**src/rtl/ssd_pkg.sv**
```systemverilog
// ----------------------------------------------------------------------------
// ssd_pkg
// Shared widths, defaults and the command/status bundles that pass between
// the controller and the datapath of the sample standard deviation block.
// ----------------------------------------------------------------------------
package ssd_pkg;

	// Fixed field widths of the ports.
	localparam int SAMPLE_W = 24;
	localparam int DEV_W = 25;
	localparam int COUNT_W = 11;

	// Default buffer capacity in samples.
	localparam int MAX_SAMPLES_DEF = 1024;

	// Commands from the controller to the datapath.
	typedef struct packed {
		logic store;      // accepted sample beat: store it and update the sum, or flag a drop when full
		logic div_start;  // start the shared divider
		logic div_var;    // 0: sum / count, 1: squares / (count - 1)
		logic mean_load;  // capture the signed mean and restart the walk
		logic walk_rd;    // read the next stored sample
		logic sqrt_start; // start the square root on the divider quotient
		logic out_load;   // load the result register and close the segment
	} ssd_cmd_t;

	// Status from the datapath to the controller.
	typedef struct packed {
		logic first;      // no sample held yet in this segment
		logic div_busy;
		logic walk_last;  // the current read is the last held sample
		logic pipe_busy;  // squares still in flight
		logic sqrt_busy;
		logic out_free;   // result register may be loaded this cycle
	} ssd_status_t;

endpackage

```
**src/rtl/ssd_ctrl.sv**
```systemverilog
// ----------------------------------------------------------------------------
// ssd_ctrl
// Sequencer: loads samples, then runs mean, squares walk, variance divide
// and square root for each closed segment of more than one sample, and hands off the result.
// ----------------------------------------------------------------------------
module ssd_ctrl (
	input  logic                 clk,
	input  logic                 arst_n,
	input  logic                 in_valid,
	input  logic                 last,
	output logic                 in_ready,
	input  ssd_pkg::ssd_status_t status,
	output ssd_pkg::ssd_cmd_t    cmd
);

	import ssd_pkg::*;

	localparam logic [3:0] ST_IDLE      = 4'd0;
	localparam logic [3:0] ST_MEAN_GO   = 4'd1;
	localparam logic [3:0] ST_MEAN_WAIT = 4'd2;
	localparam logic [3:0] ST_WALK      = 4'd3;
	localparam logic [3:0] ST_DRAIN     = 4'd4;
	localparam logic [3:0] ST_VAR_GO    = 4'd5;
	localparam logic [3:0] ST_VAR_WAIT  = 4'd6;
	localparam logic [3:0] ST_ROOT_WAIT = 4'd7;
	localparam logic [3:0] ST_DONE      = 4'd8;

	logic [3:0] state_q;
	logic [3:0] state_d;
	logic       accept;

	assign in_ready = (state_q == ST_IDLE);
	assign accept = in_valid && in_ready;

	// Next state and commands.
	always_comb begin
		state_d = state_q;
		cmd = '0;
		case (state_q)
			ST_IDLE: begin
				cmd.store = accept;
				if (accept && last) begin
					state_d = status.first ? ST_DONE : ST_MEAN_GO;
				end
			end
			ST_MEAN_GO: begin
				cmd.div_start = 1'b1;
				state_d = ST_MEAN_WAIT;
			end
			ST_MEAN_WAIT: begin
				if (!status.div_busy) begin
					cmd.mean_load = 1'b1;
					state_d = ST_WALK;
				end
			end
			ST_WALK: begin
				cmd.walk_rd = 1'b1;
				if (status.walk_last) begin
					state_d = ST_DRAIN;
				end
			end
			ST_DRAIN: begin
				if (!status.pipe_busy) begin
					state_d = ST_VAR_GO;
				end
			end
			ST_VAR_GO: begin
				cmd.div_start = 1'b1;
				cmd.div_var = 1'b1;
				state_d = ST_VAR_WAIT;
			end
			ST_VAR_WAIT: begin
				if (!status.div_busy) begin
					cmd.sqrt_start = 1'b1;
					state_d = ST_ROOT_WAIT;
				end
			end
			ST_ROOT_WAIT: begin
				if (!status.sqrt_busy) begin
					state_d = ST_DONE;
				end
			end
			ST_DONE: begin
				if (status.out_free) begin
					cmd.out_load = 1'b1;
					state_d = ST_IDLE;
				end
			end
			default: begin
				state_d = ST_IDLE;
			end
		endcase
	end

	// State register.
	always_ff @(posedge clk or negedge arst_n) begin
		if (!arst_n) begin
			state_q <= ST_IDLE;
		end else begin
			state_q <= state_d;
		end
	end

endmodule

```
**config.mk**
```make
export PLATFORM = sky130hd
export DESIGN_NAME = ssd_ctrl
export DESIGN_NICKNAME = d
export VERILOG_FILES = /design/src/rtl/ssd_pkg.sv /design/src/rtl/ssd_ctrl.sv
export SDC_FILE = /design/constraint.sdc
export NUM_CORES = 1
export LEC_CHECK = 0
export ABC_AREA = 0
export BUFFER_PORTS_ARGS = -buffer_cell sky130_fd_sc_hd__buf_4
export CORE_AREA = 2 2 39 41
export DETAILED_ROUTE_END_ITERATION = 7
export DIE_AREA = 0 0 41 43
export GPL_TIMING_DRIVEN = 0
export PLACE_DENSITY_LB_ADDON = 0.12
export SYNTH_ARGS = -nofsm -noshare
export SYNTH_HDL_FRONTEND = slang
export SYNTH_SLANG_ARGS = --single-unit
```
**constraint.sdc**
```tcl
create_clock -name clk -period 1.73 [get_ports clk]
set_input_delay 0.173 -clock clk [delete_from_list [all_inputs] [get_ports clk]]
set_output_delay 0.173 -clock clk [all_outputs]
set_load 0.01 [all_outputs]
```
==> out/qor.yml <==
finish:
  layout_commonest_cell: "buf_4"
  largest_reg_flops: 4
  fill_cells: 152
  final_net_count: 77
  multi_input_area_um2: 210
  design_area_um2: 523
  top_register: "state_q"
  drive_gt1_share_pct: 38.5
  area_growth_pct: 55.4
  seqCellArea_um2: 100
  diodes: 0
  layout_common_cells: "buf_4, nor3_1, a21oi_1, dfrtp_1"
  largestRegisters: "state_q (4)"
synthesis:
  postSynthCellCount: 44
  synth.avg_cell_area_um2: 7.65
  seq_area_frac_synth_pct: 29.7
  synth_top_cell_area_share_pct: 29.7
  synthDistinctLibCells: 26
  syn-num-nets: 54
  ys.warnings.count: 0
  syn_area_um2: 337
  synth.area.top_cells: "dfrtp_1, nor3_1, a21oi_1"
  yosysTopAreaCell: "dfrtp_1"
  synth_seq_cells: 4
timing:
  maxSlewViolCount: 0
  grt_setup_unrepaired: "no"
  finalHoldViolations: 0
  period_needed_ns: 1.56
  finalSetupViolations: 0
  fin_ws_ns: 0.168
  fin_crit_sh_pct: 90.3
  tns_ns: 0
  fmax_mhz: 640
  slew_headroom_pct: 69.4
  clock-skew-final_ns: 0.000796
  max_slew.worst_pin.slew_ns: 0.459
setup_path:
  path_class: "register to primary output"
  worstPathArrival_ns: 1.39
  start_kind: "register"
  crit_path_end_kind: "primary output"
  worst_r2r_path_depth: 4
  worstPathMaxFanout: 10
  worstPathRequired_ns: 1.56
global_route:
  grt-ovfl-total: 0
  antenna_found_initial: 0
  grt_start_max_net_pins: 11
  grt_pass1_wl_um: 1280
  grt_pass1_vias: 305
  grtUsageTotal_pct: 10.6
drt:
  ant_nets: 0
  viasPerCell: 4.81
  vias: 390
  first_pass_iters: 4
  drt_iter0_markers: 4
  avgRoutedWirePerCell_um: 10.5
  drc: 0
  routed_wl_um: 849
floorplan:
  die_h_um: 43
  start_util_pct: 24.3
  die_area_um2: 1760
  fp-row-count: 14
  ioPinCount: 18
  die_x_um: 41
  core_area_um2: 1380
placement:
  dp_hpwl_um: 690
  port_buffers: 17
  pre_cts_ws_ns: 0.326
  placed_area_um2: 484
  gp_congestion: 0.743
clocking:
  clk_path_buf_depth: 2
  numCtsBuffers: 3
  clk_pin_slew_ns: 0.04
  cts_tree: "done"
  root_buffer: "clkbuf_4"
  cts.sinks: 4
  insertion_delay_ns: 0.23
  cts_max_level: 1
  post_cts_buffers: 0
power:
  power_density_nw_per_um2: 1610
  peakVddDrop_mv: 0.484
  power_leakage_nw: 0.245
  power_mw: 0.840
run:
  drv_cap: 0
worst_hold_path:
  worstHoldPathType: "input port to register"
  holdPathStages: 2
run_status:
  status: "complete, no violations"
metrics by stage:
step | util, % | hold WS (ns) | cells
global placement | 35.0 | -0.0286 | 77
detailed placement | 35.0 | -0.0300 | 77
finish | 37.8 | 0.148 | 81
floorplan | - | -0.123 | 44
global route | 37.8 | 0.159 | 81
CTS | 37.3 | 0.151 | 81
critical path, stage by stage (launching register included):
cell and delay [ns]:
dfrtp_1 0.37, clkbuf_1 0.23, nor4_2 0.29, and2_1 0.16, buf_4 0.11
final timing paths:
kind | startpoint | slack [ns] | endpoint
max | state_q[3]$_DFFE_PN0P_ | 0.17 | cmd[6]
max reg2reg | state_q[0]$_DFFE_PN0P_ | 0.43 | state_q[0]$_DFFE_PN0P_
min reg2reg | state_q[1]$_DFFE_PN0P_ | 0.61 | state_q[3]$_DFFE_PN0P_
min | status[0] | 0.15 | state_q[3]$_DFFE_PN0P_
max in group asynchronous | arst_n | 1.36 | state_q[3]$_DFFE_PN0P_
min in group asynchronous | arst_n | 0.28 | state_q[1]$_DFFE_PN0P_
kinds of logic after synthesis:
kind of cell    after synthesis  synth area share, %
compound gates               13                 27.1
buf+inv                       6                 9.67
flops                         4                 29.7
simple gates                 20                 30.5
mux                           1                 2.97
power breakdown:
group,switching [mW],internal [mW],total [mW]
registers,0.0257,0.138,0.164
logic,0.309,0.255,0.563
clock network,0.0360,0.0775,0.113
total,0.370,0.470,0.840
synthesized netlist by cell type, drive strengths merged:
master,n
o32ai,1
nor3,5
dfrtp,4
nand2,3
nand2b,1
mux2i,1
and3,1
nor2,3
a211o,1
a22oi,1
a221o,1
inv,2
o21ai,2
nor4,1
a211oi,1
clkbuf,1
buf,3
a21oi,4
nand3,2
nor2b,1
o31ai,1
nor3b,1
o22ai,1
and2,2
final cells by class:
class	instances	area share (%)
Buffer	4	4.78
Clock buffer	3	4.31
Inverter	2	1.44
Multi-Input combinational cell	34	40.2
Sequential cell	4	19.1
Tap cell	16	3.83
Timing Repair Buffer	18	26.3
repair_timing:
action,in CTS,in global routing
endpoints found under the setup margin,0,1
hold buffers,1,0
resized for setup,0,1
endpoints found under the hold margin,4,0
layer usage:
layer  vias up  wire (µm)  track usage, %
met5         -          0               0
met4         0         12            4.00
met3         2         51            3.14
met2        12        412            15.3
met1       171        372            14.5
li1        205          -               -
Note: power is estimated with default switching activity, not from simulation.
